### src/hdl/bc1_pkg.sv
`timescale 1ns / 1ps
`default_nettype none
// ----------------------------------------------------------------------------
// bc1_pkg: shared types, constants and color helpers
// Holds the queue entry and pixel formats and the RGB565 expansion and
// palette interpolation arithmetic used by the BC1 decoder.
// ----------------------------------------------------------------------------
package bc1_pkg;

    localparam int CFG_DATA_W = 15;
    localparam int CFG_IDX_W  = 1;
    localparam int COORD_W    = 14;
    localparam int CNT_W      = 12;
    localparam int FIFO_DEPTH = 2;
    localparam int FIFO_PTR_W = 1;
    localparam int FIFO_CNT_W = 2;

    localparam logic [CFG_DATA_W-1:0] DIM_RESET = 15'd16;
    localparam logic [7:0]            ALPHA_OPAQUE = 8'd255;
    localparam logic [7:0]            ALPHA_CLEAR  = 8'd0;

    typedef enum logic [CFG_IDX_W-1:0] {
        REG_IMAGE_WIDTH  = 1'b0,
        REG_IMAGE_HEIGHT = 1'b1
    } t_cfg_reg;

    typedef struct packed {
        logic [7:0] r;
        logic [7:0] g;
        logic [7:0] b;
    } t_rgb;

    // One visible block, ready to be streamed out as pixels.
    typedef struct packed {
        t_rgb [3:0]         pal;
        logic               opaque;
        logic [31:0]        idx;
        logic [COORD_W-1:0] base_x;
        logic [COORD_W-1:0] base_y;
        logic [2:0]         ncol;
        logic [2:0]         nrow;
        logic               last_blk;
    } t_entry;

    typedef struct packed {
        logic [COORD_W-1:0] x;
        logic [COORD_W-1:0] y;
        t_rgb               rgb;
        logic [7:0]         alpha;
        logic               last_blk;
        logic               last_img;
    } t_pixel;

    typedef struct packed {
        logic not_empty;
        logic full;
    } t_fifo_stat;

    // v * 255 / 31 truncated is 8v + floor(7v / 31); the second term steps up
    // at fixed thresholds and fills the low three bits.
    function automatic logic [7:0] expand5(input logic [4:0] v);
        logic [2:0] k;
        k = 3'(v >= 5'd5) + 3'(v >= 5'd9) + 3'(v >= 5'd14) + 3'(v >= 5'd18)
          + 3'(v >= 5'd23) + 3'(v >= 5'd27) + 3'(v == 5'd31);
        return {v, k};
    endfunction

    // v * 255 / 63 truncated is 4v + floor(v / 21) in the low two bits.
    function automatic logic [7:0] expand6(input logic [5:0] v);
        logic [1:0] k;
        k = 2'(v >= 6'd21) + 2'(v >= 6'd42) + 2'(v == 6'd63);
        return {v, k};
    endfunction

    // (2a + b + 1) / 3 via reciprocal multiply; exact for sums below 8192.
    function automatic logic [7:0] third(input logic [7:0] a, input logic [7:0] b);
        logic [9:0]  n;
        logic [21:0] p;
        n = {1'b0, a, 1'b0} + 10'(b) + 10'd1;
        p = 22'(n) * 22'd2731;
        return p[20:13];
    endfunction

    function automatic logic [7:0] mid(input logic [7:0] a, input logic [7:0] b);
        logic [8:0] s;
        s = 9'(a) + 9'(b);
        return s[8:1];
    endfunction

endpackage
`default_nettype wire

### src/hdl/bc1_fifo.sv
`timescale 1ns / 1ps
`default_nettype none
// ----------------------------------------------------------------------------
// bc1_fifo: block queue
// Short queue of decoded block entries between the front and back parts.
// ----------------------------------------------------------------------------
module bc1_fifo (
    input  wire logic            i_clk,
    input  wire logic            i_rst_n,
    input  wire logic            i_push,
    input  bc1_pkg::t_entry      i_entry,
    input  wire logic            i_pop,
    output bc1_pkg::t_entry      o_entry,
    output bc1_pkg::t_fifo_stat  o_stat
);
    import bc1_pkg::*;

    t_entry                r_mem [FIFO_DEPTH];
    logic [FIFO_PTR_W-1:0] r_wr_ptr, n_wr_ptr;
    logic [FIFO_PTR_W-1:0] r_rd_ptr, n_rd_ptr;
    logic [FIFO_CNT_W-1:0] r_count, n_count;

    always_comb begin
        n_wr_ptr = r_wr_ptr;
        n_rd_ptr = r_rd_ptr;
        n_count  = r_count;
        if (i_push) begin
            n_wr_ptr = (r_wr_ptr == FIFO_PTR_W'(FIFO_DEPTH - 1)) ? '0 : r_wr_ptr + 1'b1;
        end
        if (i_pop) begin
            n_rd_ptr = (r_rd_ptr == FIFO_PTR_W'(FIFO_DEPTH - 1)) ? '0 : r_rd_ptr + 1'b1;
        end
        if (i_push && !i_pop) begin
            n_count = r_count + 1'b1;
        end else if (i_pop && !i_push) begin
            n_count = r_count - 1'b1;
        end
    end

    always_ff @(posedge i_clk) begin
        if (!i_rst_n) begin
            r_wr_ptr <= '0;
            r_rd_ptr <= '0;
            r_count  <= '0;
        end else begin
            r_wr_ptr <= n_wr_ptr;
            r_rd_ptr <= n_rd_ptr;
            r_count  <= n_count;
        end
    end

    always_ff @(posedge i_clk) begin
        if (i_push) begin
            r_mem[r_wr_ptr] <= i_entry;
        end
    end

    assign o_entry          = r_mem[r_rd_ptr];
    assign o_stat.not_empty = (r_count != '0);
    assign o_stat.full      = (r_count == FIFO_CNT_W'(FIFO_DEPTH));

endmodule
`default_nettype wire

### src/hdl/bc1_front.sv
`timescale 1ns / 1ps
`default_nettype none
// ----------------------------------------------------------------------------
// bc1_front: block intake and classification
// Accepts compressed blocks, tracks the block position, works out clipping
// and builds the four-entry palette for the queue.
// ----------------------------------------------------------------------------
module bc1_front #(
    parameter int MAX_DIMENSION = 16384
) (
    input  wire logic                           i_clk,
    input  wire logic                           i_rst_n,
    input  wire logic                           i_in_valid,
    output logic                                o_in_ready,
    input  wire logic [63:0]                    i_block_bits,
    input  wire logic [bc1_pkg::CFG_DATA_W-1:0] i_image_width,
    input  wire logic [bc1_pkg::CFG_DATA_W-1:0] i_image_height,
    input  bc1_pkg::t_fifo_stat                 i_fifo_stat,
    output logic                                o_push,
    output bc1_pkg::t_entry                     o_entry
);
    import bc1_pkg::*;

    localparam int DW = $clog2(MAX_DIMENSION + 1);
    localparam int CW = ((DW > CFG_DATA_W) ? DW : CFG_DATA_W) + 1;

    logic               r_valid;
    logic [63:0]        r_bits;
    logic [COORD_W-1:0] r_base_x, r_base_y;
    logic [2:0]         r_ncol, r_nrow;
    logic               r_last_blk;
    logic [CNT_W-1:0]   r_col, n_col;
    logic [CNT_W-1:0]   r_row, n_row;

    logic [CW-1:0]      w_w, w_h, w_bx, w_by;
    logic [CW-1:0]      w_dx, w_dy;
    logic [COORD_W-1:0] w_base_x, w_base_y;
    logic [2:0]         w_ncol, w_nrow;
    logic               w_last_blk;
    logic [CNT_W-1:0]   w_col_inc, w_row_inc;
    logic               w_accept, w_clipped, w_free;
    t_rgb               w_a, w_b;
    logic               w_opaque;

    function automatic logic [CW-1:0] clamp_dim(input logic [CFG_DATA_W-1:0] v);
        if (v == '0) begin
            return CW'(1);
        end else if (CW'(v) > CW'(MAX_DIMENSION)) begin
            return CW'(MAX_DIMENSION);
        end
        return CW'(v);
    endfunction

    function automatic logic [2:0] visible(input logic [CW-1:0] lim,
                                           input logic [COORD_W-1:0] base);
        logic [CW-1:0] d;
        d = lim - CW'(base);
        if (lim <= CW'(base)) begin
            return 3'd0;
        end else if (d >= CW'(4)) begin
            return 3'd4;
        end
        return d[2:0];
    endfunction

    // Position and clipping for the block at the current counters.
    always_comb begin
        w_w        = clamp_dim(i_image_width);
        w_h        = clamp_dim(i_image_height);
        w_bx       = (w_w + CW'(3)) >> 2;
        w_by       = (w_h + CW'(3)) >> 2;
        w_base_x   = {r_col, 2'b00};
        w_base_y   = {r_row, 2'b00};
        w_dx       = w_w;
        w_dy       = w_h;
        w_ncol     = visible(w_dx, w_base_x);
        w_nrow     = visible(w_dy, w_base_y);
        w_last_blk = (CW'(r_col) + CW'(1) == w_bx) && (CW'(r_row) + CW'(1) == w_by);
    end

    // Advance the block counters; a column or row at or past its limit wraps.
    always_comb begin
        w_col_inc = r_col + 1'b1;
        w_row_inc = r_row + 1'b1;
        n_col     = r_col;
        n_row     = r_row;
        if (w_accept) begin
            if (CW'(w_col_inc) >= w_bx || w_col_inc == '0) begin
                n_col = '0;
                n_row = (CW'(w_row_inc) >= w_by) ? '0 : w_row_inc;
            end else begin
                n_col = w_col_inc;
            end
        end
    end

    // Drop fully clipped blocks at the stage; push the rest when the queue has room.
    assign w_clipped  = (r_ncol == 3'd0) || (r_nrow == 3'd0);
    assign o_push     = r_valid && !w_clipped && !i_fifo_stat.full;
    assign w_free     = !r_valid || w_clipped || o_push;
    assign o_in_ready = w_free;
    assign w_accept   = i_in_valid && w_free;

    always_ff @(posedge i_clk) begin
        if (!i_rst_n) begin
            r_valid <= 1'b0;
            r_col   <= '0;
            r_row   <= '0;
        end else begin
            r_valid <= w_accept || (r_valid && !w_free);
            r_col   <= n_col;
            r_row   <= n_row;
        end
    end

    always_ff @(posedge i_clk) begin
        if (w_accept) begin
            r_bits     <= i_block_bits;
            r_base_x   <= w_base_x;
            r_base_y   <= w_base_y;
            r_ncol     <= w_ncol;
            r_nrow     <= w_nrow;
            r_last_blk <= w_last_blk;
        end
    end

    // Palette from the held block.
    always_comb begin
        w_a      = '{r: expand5(r_bits[15:11]), g: expand6(r_bits[10:5]),
                     b: expand5(r_bits[4:0])};
        w_b      = '{r: expand5(r_bits[31:27]), g: expand6(r_bits[26:21]),
                     b: expand5(r_bits[20:16])};
        w_opaque = (r_bits[15:0] > r_bits[31:16]);

        o_entry.pal[0] = w_a;
        o_entry.pal[1] = w_b;
        if (w_opaque) begin
            o_entry.pal[2] = '{r: third(w_a.r, w_b.r), g: third(w_a.g, w_b.g),
                               b: third(w_a.b, w_b.b)};
            o_entry.pal[3] = '{r: third(w_b.r, w_a.r), g: third(w_b.g, w_a.g),
                               b: third(w_b.b, w_a.b)};
        end else begin
            o_entry.pal[2] = '{r: mid(w_a.r, w_b.r), g: mid(w_a.g, w_b.g),
                               b: mid(w_a.b, w_b.b)};
            o_entry.pal[3] = '0;
        end
        o_entry.opaque   = w_opaque;
        o_entry.idx      = r_bits[63:32];
        o_entry.base_x   = r_base_x;
        o_entry.base_y   = r_base_y;
        o_entry.ncol     = r_ncol;
        o_entry.nrow     = r_nrow;
        o_entry.last_blk = r_last_blk;
    end

endmodule
`default_nettype wire

### src/hdl/bc1_back.sv
`timescale 1ns / 1ps
`default_nettype none
// ----------------------------------------------------------------------------
// bc1_back: pixel streamer
// Walks the visible texels of one queued block, one pixel per cycle while
// the output is accepted, into a registered output stage.
// ----------------------------------------------------------------------------
module bc1_back (
    input  wire logic           i_clk,
    input  wire logic           i_rst_n,
    input  bc1_pkg::t_entry     i_entry,
    input  bc1_pkg::t_fifo_stat i_fifo_stat,
    output logic                o_pop,
    output logic                o_out_valid,
    input  wire logic           i_out_ready,
    output bc1_pkg::t_pixel     o_pixel
);
    import bc1_pkg::*;

    logic       r_busy;
    t_entry     r_cur;
    logic [1:0] r_px, n_px;
    logic [1:0] r_py, n_py;
    logic       r_out_valid;
    t_pixel     r_out, n_out;

    logic       w_out_free, w_adv, w_last_x, w_last_y, w_last;
    logic [1:0] w_sel;

    assign w_out_free = !r_out_valid || i_out_ready;
    assign w_adv      = r_busy && w_out_free;
    assign w_last_x   = ({1'b0, r_px} + 3'd1 == r_cur.ncol);
    assign w_last_y   = ({1'b0, r_py} + 3'd1 == r_cur.nrow);
    assign w_last     = w_last_x && w_last_y;
    assign o_pop      = i_fifo_stat.not_empty && (!r_busy || (w_adv && w_last));

    always_comb begin
        w_sel           = r_cur.idx[{r_py, r_px, 1'b0} +: 2];
        n_out.x         = r_cur.base_x + COORD_W'(r_px);
        n_out.y         = r_cur.base_y + COORD_W'(r_py);
        n_out.rgb       = r_cur.pal[w_sel];
        n_out.alpha     = (w_sel == 2'd3 && !r_cur.opaque) ? ALPHA_CLEAR : ALPHA_OPAQUE;
        n_out.last_blk  = w_last;
        n_out.last_img  = w_last && r_cur.last_blk;
    end

    always_comb begin
        n_px = r_px;
        n_py = r_py;
        if (o_pop) begin
            n_px = '0;
            n_py = '0;
        end else if (w_adv) begin
            if (w_last_x) begin
                n_px = '0;
                n_py = r_py + 1'b1;
            end else begin
                n_px = r_px + 1'b1;
            end
        end
    end

    always_ff @(posedge i_clk) begin
        if (!i_rst_n) begin
            r_busy      <= 1'b0;
            r_out_valid <= 1'b0;
            r_px        <= '0;
            r_py        <= '0;
        end else begin
            if (o_pop) begin
                r_busy <= 1'b1;
            end else if (w_adv && w_last) begin
                r_busy <= 1'b0;
            end
            if (w_adv) begin
                r_out_valid <= 1'b1;
            end else if (i_out_ready) begin
                r_out_valid <= 1'b0;
            end
            r_px <= n_px;
            r_py <= n_py;
        end
    end

    always_ff @(posedge i_clk) begin
        if (o_pop) begin
            r_cur <= i_entry;
        end
        if (w_adv) begin
            r_out <= n_out;
        end
    end

    assign o_out_valid = r_out_valid;
    assign o_pixel     = r_out;

endmodule
`default_nettype wire

### src/hdl/bc1_block_decoder_top.sv
`timescale 1ns / 1ps
`default_nettype none
// ----------------------------------------------------------------------------
// bc1_block_decoder_top: BC1 texture block decoder
// Decodes 8-byte BC1 blocks in raster block order into clipped RGBA pixels
// with image coordinates.
// ----------------------------------------------------------------------------
//  Channel   Direction  Handshake                    Carries
//  in        input      i_in_valid / o_in_ready      i_block_bits
//  out       output     o_out_valid / i_out_ready    pixel coords, RGBA, last flags
//  cfg       input      i_cfg_we (no wait)           i_cfg_index, i_cfg_data
//
// Rate: one pixel per cycle while the output is accepted, one per visible
// texel of a block, 16 for an interior block; the back part's pixel walker
// sets the rate. A fully clipped block is dropped in the front stage. A request
// passes the front stage, the queue and the walker's block register to the output register.
// Reset: synchronous, active low; clears the block counters, the queue and all
// valid flags, and sets both image dimensions to 16.
// Stalls: the two-entry queue lets the front keep taking requests while the
// output is held back, and the front stage stalls only when the queue is full.
// ----------------------------------------------------------------------------
module bc1_block_decoder_top #(
    parameter int MAX_DIMENSION = 16384
) (
    input  wire logic                           i_clk,
    input  wire logic                           i_rst_n,
    // compressed block requests
    input  wire logic                           i_in_valid,
    output logic                                o_in_ready,
    input  wire logic [63:0]                    i_block_bits,
    // pixel results
    output logic                                o_out_valid,
    input  wire logic                           i_out_ready,
    output logic [bc1_pkg::COORD_W-1:0]         o_pixel_x,
    output logic [bc1_pkg::COORD_W-1:0]         o_pixel_y,
    output logic [7:0]                          o_red,
    output logic [7:0]                          o_green,
    output logic [7:0]                          o_blue,
    output logic [7:0]                          o_alpha,
    output logic                                o_last_in_block,
    output logic                                o_last_in_image,
    // configuration writes
    input  wire logic                           i_cfg_we,
    input  wire logic [bc1_pkg::CFG_IDX_W-1:0]  i_cfg_index,
    input  wire logic [bc1_pkg::CFG_DATA_W-1:0] i_cfg_data
);
    import bc1_pkg::*;

    logic [CFG_DATA_W-1:0] r_image_width;
    logic [CFG_DATA_W-1:0] r_image_height;

    t_entry     w_push_entry, w_head_entry;
    t_fifo_stat w_fifo_stat;
    logic       w_push, w_pop;
    t_pixel     w_pixel;

    // Hold the image dimensions; write by register index.
    always_ff @(posedge i_clk) begin
        if (!i_rst_n) begin
            r_image_width  <= DIM_RESET;
            r_image_height <= DIM_RESET;
        end else if (i_cfg_we) begin
            unique case (t_cfg_reg'(i_cfg_index))
                REG_IMAGE_WIDTH:  r_image_width  <= i_cfg_data;
                REG_IMAGE_HEIGHT: r_image_height <= i_cfg_data;
                default:          r_image_width  <= r_image_width;
            endcase
        end
    end

    // Front: take requests, advance block position, build palette.
    bc1_front #(
        .MAX_DIMENSION (MAX_DIMENSION)
    ) u_front (
        .i_clk          (i_clk),
        .i_rst_n        (i_rst_n),
        .i_in_valid     (i_in_valid),
        .o_in_ready     (o_in_ready),
        .i_block_bits   (i_block_bits),
        .i_image_width  (r_image_width),
        .i_image_height (r_image_height),
        .i_fifo_stat    (w_fifo_stat),
        .o_push         (w_push),
        .o_entry        (w_push_entry)
    );

    // Queue of visible blocks.
    bc1_fifo u_fifo (
        .i_clk   (i_clk),
        .i_rst_n (i_rst_n),
        .i_push  (w_push),
        .i_entry (w_push_entry),
        .i_pop   (w_pop),
        .o_entry (w_head_entry),
        .o_stat  (w_fifo_stat)
    );

    // Back: stream visible texels through the output register.
    bc1_back u_back (
        .i_clk       (i_clk),
        .i_rst_n     (i_rst_n),
        .i_entry     (w_head_entry),
        .i_fifo_stat (w_fifo_stat),
        .o_pop       (w_pop),
        .o_out_valid (o_out_valid),
        .i_out_ready (i_out_ready),
        .o_pixel     (w_pixel)
    );

    assign o_pixel_x       = w_pixel.x;
    assign o_pixel_y       = w_pixel.y;
    assign o_red           = w_pixel.rgb.r;
    assign o_green         = w_pixel.rgb.g;
    assign o_blue          = w_pixel.rgb.b;
    assign o_alpha         = w_pixel.alpha;
    assign o_last_in_block = w_pixel.last_blk;
    assign o_last_in_image = w_pixel.last_img;

    // The image ends only on the last pixel of a block.
    a_last_img_in_blk: assert property (@(posedge i_clk) disable iff (!i_rst_n)
        o_out_valid && o_last_in_image |-> o_last_in_block)
        else $error("last_in_image without last_in_block");

    // Nothing leaves the block in the cycle after reset.
    a_quiet_after_reset: assert property (@(posedge i_clk) disable iff (!i_rst_n)
        $past(!i_rst_n) |-> !o_out_valid)
        else $error("output valid right after reset");

    // Pop only a queue that holds an entry.
    a_pop_not_empty: assert property (@(posedge i_clk) disable iff (!i_rst_n)
        w_pop |-> w_fifo_stat.not_empty)
        else $error("queue popped while empty");

    // Push only into a queue with room.
    a_push_not_full: assert property (@(posedge i_clk) disable iff (!i_rst_n)
        w_push |-> !w_fifo_stat.full)
        else $error("queue pushed while full");

endmodule
`default_nettype wire
### config.mk
export PLATFORM = sky130hd
export DESIGN_NAME = bc1_block_decoder_top
export DESIGN_NICKNAME = d
export VERILOG_FILES = /design/src/hdl/bc1_pkg.sv /design/src/hdl/bc1_fifo.sv /design/src/hdl/bc1_front.sv /design/src/hdl/bc1_back.sv /design/src/hdl/bc1_block_decoder_top.sv
export SDC_FILE = /design/constraint.sdc
export NUM_CORES = 2
export LEC_CHECK = 0
export BUFFER_PORTS_ARGS = -buffer_cell sky130_fd_sc_hd__buf_2
export CAP_MARGIN = 20
export CORE_MARGIN = 10
export CORE_UTILIZATION = 50
export CTS_CLUSTER_SIZE = 16
export DETAILED_ROUTE_END_ITERATION = 8
export PLACE_DENSITY = 0.65
export SYNTH_ARGS = -nofsm -noshare
export SYNTH_HDL_FRONTEND = slang
export SYNTH_HIERARCHICAL = 1
export SYNTH_SLANG_ARGS = --single-unit
### constraint.sdc
create_clock -name i_clk -period 13.5 [get_ports i_clk]
set_input_delay 1.35 -clock i_clk [delete_from_list [all_inputs] [get_ports i_clk]]
set_output_delay 1.35 -clock i_clk [all_outputs]
set_load 0.005 [all_outputs]
# After elaboration in Yosys (flattened, before gate mapping)
# Memories as Yosys holds them, arrays and structs flattened. A register that Yosys moved wholly into a read port is not among the register bits.
# Index checks and enable logic that the tools add are counted.
# totals
mem_count	1
out_inout_bits	64
ramBits	320
wordCells	229
register_bits	250
# classes
multipliers	6
add_sub_neg	61
n_bitwise	2
reduce_logical	43
muxes	37
n_shift	1
order_cmp	38
n_eq_ne	12
# mem_list
memory	words	word_bits	rd	rd_ports_with_merged_regs	write_ports	line_no	source
u_fifo.r_mem	2	160	1	1	1	bc1_fifo.sv:18	t_entry r_mem [FIFO_DEPTH];
# op_table
cell	count
$mul A10 B12 Y21 const B	6
$mux W16	6
$add A10 B1 Y10 const B	6
$add A3 B1 Y3	20
$add A9 B8 Y10	6
$ge A5 B5 Y1 const B	12
$bmux W24 S2	1
$mux W48	1
$ge A5 B4 Y1 const B	8
$add A16 B2 Y16 const B	2
$eq A16 B14 Y1	2
$ge A16 B3 Y1 const B	2
$le A16 B14 Y1	2
$shiftx A32 B6 Y2	1
$sub A16 B14 Y16	2
$gt A15 B15 Y1 const B	2
$logic_not A15 Y1	2
$add A14 B2 Y14	2
$ge A12 B14 Y1	2
$add A8 B8 Y9	3
$add A12 B1 Y13 const B	2
$add A12 B1 Y12 const B	2
$mux W12	2
$mux W24	1
other kinds (28)	105

# Longest topological paths before layout
# depth
depth_word	11
depth_mapped	37

# Modules after synthesis
# Netlist, hierarchy kept.
# by_module_without_submodules
mod	area_each_um2	seq_area_each_um2	cells_per_inst	n_inst
bc1_front	21792.2	3353.2	2296	1
bc1_fifo	12120.4	9949.5	532	1
bc1_back	8629.5	6696.4	509	1
bc1_block_decoder_top	1172.4	600.6	118	1

# Least setup slack after synthesis
# Ideal clock, no wire load.
# synth_timing
kind	input-to-reg
from	input port i_out_ready
to	register u_fifo.r_count[1]
path_buffers	0
t_arrival_ns	9.773
slack_ns	3.657
setup_ns	0.070
stages	7
path_cell_list	nand2b_1 -> a31oi_1 -> nor2_1 -> inv_1 -> ha_1 -> or3_1 -> a21boi_1
# synth_between
elab_chain_cells	8
word_cells_on_any_way	10
classes_between	mux (1); reduce/logical (9)
# synth_lines
element	line_no	source
start: declaration	bc1_block_decoder_top.sv:33	input wire logic i_out_ready,
$logic_or A1 B1 Y1 *	bc1_back.sv:30	assign w_out_free = !r_out_valid || i_out_ready;
$logic_and A1 B1 Y1 *	bc1_back.sv:31	assign w_adv = r_busy && w_out_free;
$logic_and A1 B1 Y1 *	bc1_back.sv:35	assign o_pop = i_fifo_stat.not_empty && (!r_busy || (w_adv && w_last));
$logic_or A1 B1 Y1 *	bc1_back.sv:35	
$logic_and A1 B1 Y1 *	bc1_back.sv:35	
named net w_pop	bc1_block_decoder_top.sv:54	logic w_push, w_pop;
$logic_not A1 Y1	bc1_fifo.sv:33	if (i_push && !i_pop) begin
$logic_and A1 B1 Y1	bc1_fifo.sv:33	
$mux W2 / $reduce_bool A2 Y1 (equally long branches)	n/a	
end signal: assignment	bc1_fifo.sv:48	r_count <= n_count;
end: declaration	bc1_fifo.sv:21	logic [FIFO_CNT_W-1:0] r_count, n_count;
# The timed path passes the listed nets; every way through them passes the cells marked *.
# A chain may end at the register's enable or synchronous reset.

==> impl_metrics.toml <==
[final_layout]
stdcell_count = 4823
area_delta_synth_final_pct = 9.79
antenna_cells = 0
final_nets = 4384
drive_gt1_frac = 0.134
final_cell_mix = "edfxtp_1, ha_1, inv_1"
final_common_cell = "edfxtp_1"

[critical_path]
path_max_fanout = 14
crit_slowest_cell = "fa_1"
path_class = "register to register"
r2r-start = "u_front/r_bits[31]"
cp.required_ns = 13.83
crit_arrival_ns = 10.15
ff2ff_setup_slack_ns = 3.69
end_kind = "register"
rr_endpoint = "u_fifo/r_mem[1][163]"
slowest_delay_ns = 0.81
r2r_cells = 35
worstSetupStartpointType = "register"

[global_routing]
grt_pass1_wl_um = 144000
overflow = 0
grt_max_degree = 166
grt_pass1_vias = 26200
grt_use_total = 0.182
antenna_found_initial = 5

[synthesis]
async_flop_share = 0
synth-edff-count = 642
avgSynthCellArea_um2 = 12.7
synthesis.area_mm2 = 0.0437
yosys_register_bits = 708
dominantRegCellSynth = "edfxtp_1"
yosys_warnings = 6
ys_types = 88
synth_seq_area_share = 0.471
synthCells = 3455

[routing]
routed-via-count = 26200
drt_wl_total_um = 90300
drt_iter0_drc = 1653
final_antenna_net_count = 0
drc = 0
vias_per_cell = 5.42
drt-pass1-iter-count = 7
wl_per_cell_um = 18.7

[clock_tree]
tritoncts = "done"
path_clk_slew_ns = 0.06
cts_sinks = 708
cts_root_buffer = "clkbuf_16"
clock_path_buffers = 3
cts_buffers = 77
post_cts_buffers = 0
clk_latency_ns = 0.63
cts_max_level = 3
cts-hold-fix-buffers = 0
ctsResizeCount = 0

[floorplanning]
num_io_pins = 149
coreArea_mm2 = 0.0868
start_util = 0.504
die_h_um = 316
rows = 108
die_area_mm2 = 0.0997
die_x_um = 316

[placed_design]
port_buffers = 148
place_hpwl_um = 65300
post-place-cells = 4683
place_ws_ns = 3.67
gp_congestion = 0.840

[timing]
setup_violations = 0
finalHoldWorstSlack_ns = 0.445
fmax_ghz = 0.102
hold_violations = 0
final.period_utilization = 0.727
fin_ws_ns = 3.69
min_period_ns = 9.81
rsz0062_at_grt = "no"
drv_slew = 0
finalSetupTns_ns = 0
worstMarginPinSlew_ns = 1.10
skew_ns = 0.0260
relSlewSlack = 0.267

[min_path]
hold_class = "register to register"
min_from = "u_front/r_bits[63]"
whs_path_depth = 0
hold_end = "u_fifo/r_mem[1][66]"

[outcome]
status = "completed"

[flow_run]
cap_violations = 0
logic make-up after synthesis:
kind of cell / share of synthesized area
flip-flops: 0.471
adder cells (fa/ha/maj): 0.231
AND/OR/NAND/NOR: 0.0727
AO/OA/AOI/OAI: 0.0783
buffers and inverters: 0.0484
multiplexers: 0.0562
XOR/XNOR: 0.0419
other: 0.0000858
per-layer routing:
| metal | track usage | share of wire |
|---|---|---|
| met5 | 0 | 0 |
| met4 | 0.0379 | 0.013 |
| met3 | 0.0262 | 0.047 |
| met2 | 0.304 | 0.48 |
| met1 | 0.251 | 0.46 |
synthesized netlist by cell type, drive strengths merged (6+ instances only):
cell,count,area [um^2]
buf,57,505
mux4,6,135
nor2b,44,283
nor3b,15,123
o311ai,10,95.1
a41oi,7,61.3
dfxtp,66,1320
a211oi,11,82.6
mux2,168,1890
a31oi,39,244
nor3,46,235
xor2,58,508
a32oi,25,219
nand3,89,450
o21a,18,135
a21boi,19,154
mux2i,43,430
fa,193,3860
a21oi,126,638
a21o,37,278
edfxtp,642,19300
nor4,13,87.6
nand2b,31,194
o211ai,12,90.1
nor2,127,477
a31o,6,52.6
and3,39,244
clkbuf,39,146
o21ai,123,616
or3,13,81.3
xnor2,141,1230
nand4,27,169
inv,388,1460
nand2,145,544
ha,499,6240
or2,9,56.3
o31ai,9,67.6
o21bai,27,203
nand3b,8,60.1
and2,14,88.8
sequential cells by signal, indices dropped and copies added, names as in the netlist, 15 cells and up, named ones only:
name	count
r_image_height	15
u_back/o_pixel	55
u_back/r_cur	164
r_image_width	15
u_fifo/r_mem	328
u_front/r_bits	64
worst max path at each step:
stage               slack (ns)                from                   end
floorplan                 3.66         i_out_ready     u_fifo/r_count[1]
global placement          3.76  u_front/r_bits[31]  u_fifo/r_mem[0][163]
detailed placement        3.67  u_front/r_bits[31]  u_fifo/r_mem[0][163]
CTS                       3.66  u_front/r_bits[31]  u_fifo/r_mem[1][163]
global route              2.82  u_front/r_bits[31]  u_fifo/r_mem[1][163]
finish                    3.69  u_front/r_bits[31]  u_fifo/r_mem[1][163]
per-stage QoR:
step / util / cell area, um^2
floorplan: - / 43700
global placement: 0.524 / 45500
detailed placement: 0.524 / 45500
CTS: 0.553 / 48000
global route: 0.553 / 48000
finish: 0.553 / 48000
worst max-delay path: cells and delay by family (launching register included):
family,cells,cell delay (ns)
AO/OA/AOI/OAI,11,2.35
flip-flops,1,0.64
adder cells (fa/ha/maj),10,4.90
AND/OR/NAND/NOR,4,0.48
buffers and inverters,8,0.80
XOR/XNOR,2,0.37
final cells by class:
cell class	instances	area, um^2
Timing Repair Buffer	166	888
Sequential cell	708	20600
Fill cell	7229	38800
Multi-Input combinational cell	2264	21100
Tap cell	1155	1450
Clock inverter	43	464
Inverter	390	1470
Clock buffer	97	2070
Power is left out: the tool's default activity adds up to more than one toggle a clock period on the data nets, which glitch-free logic cannot reach.
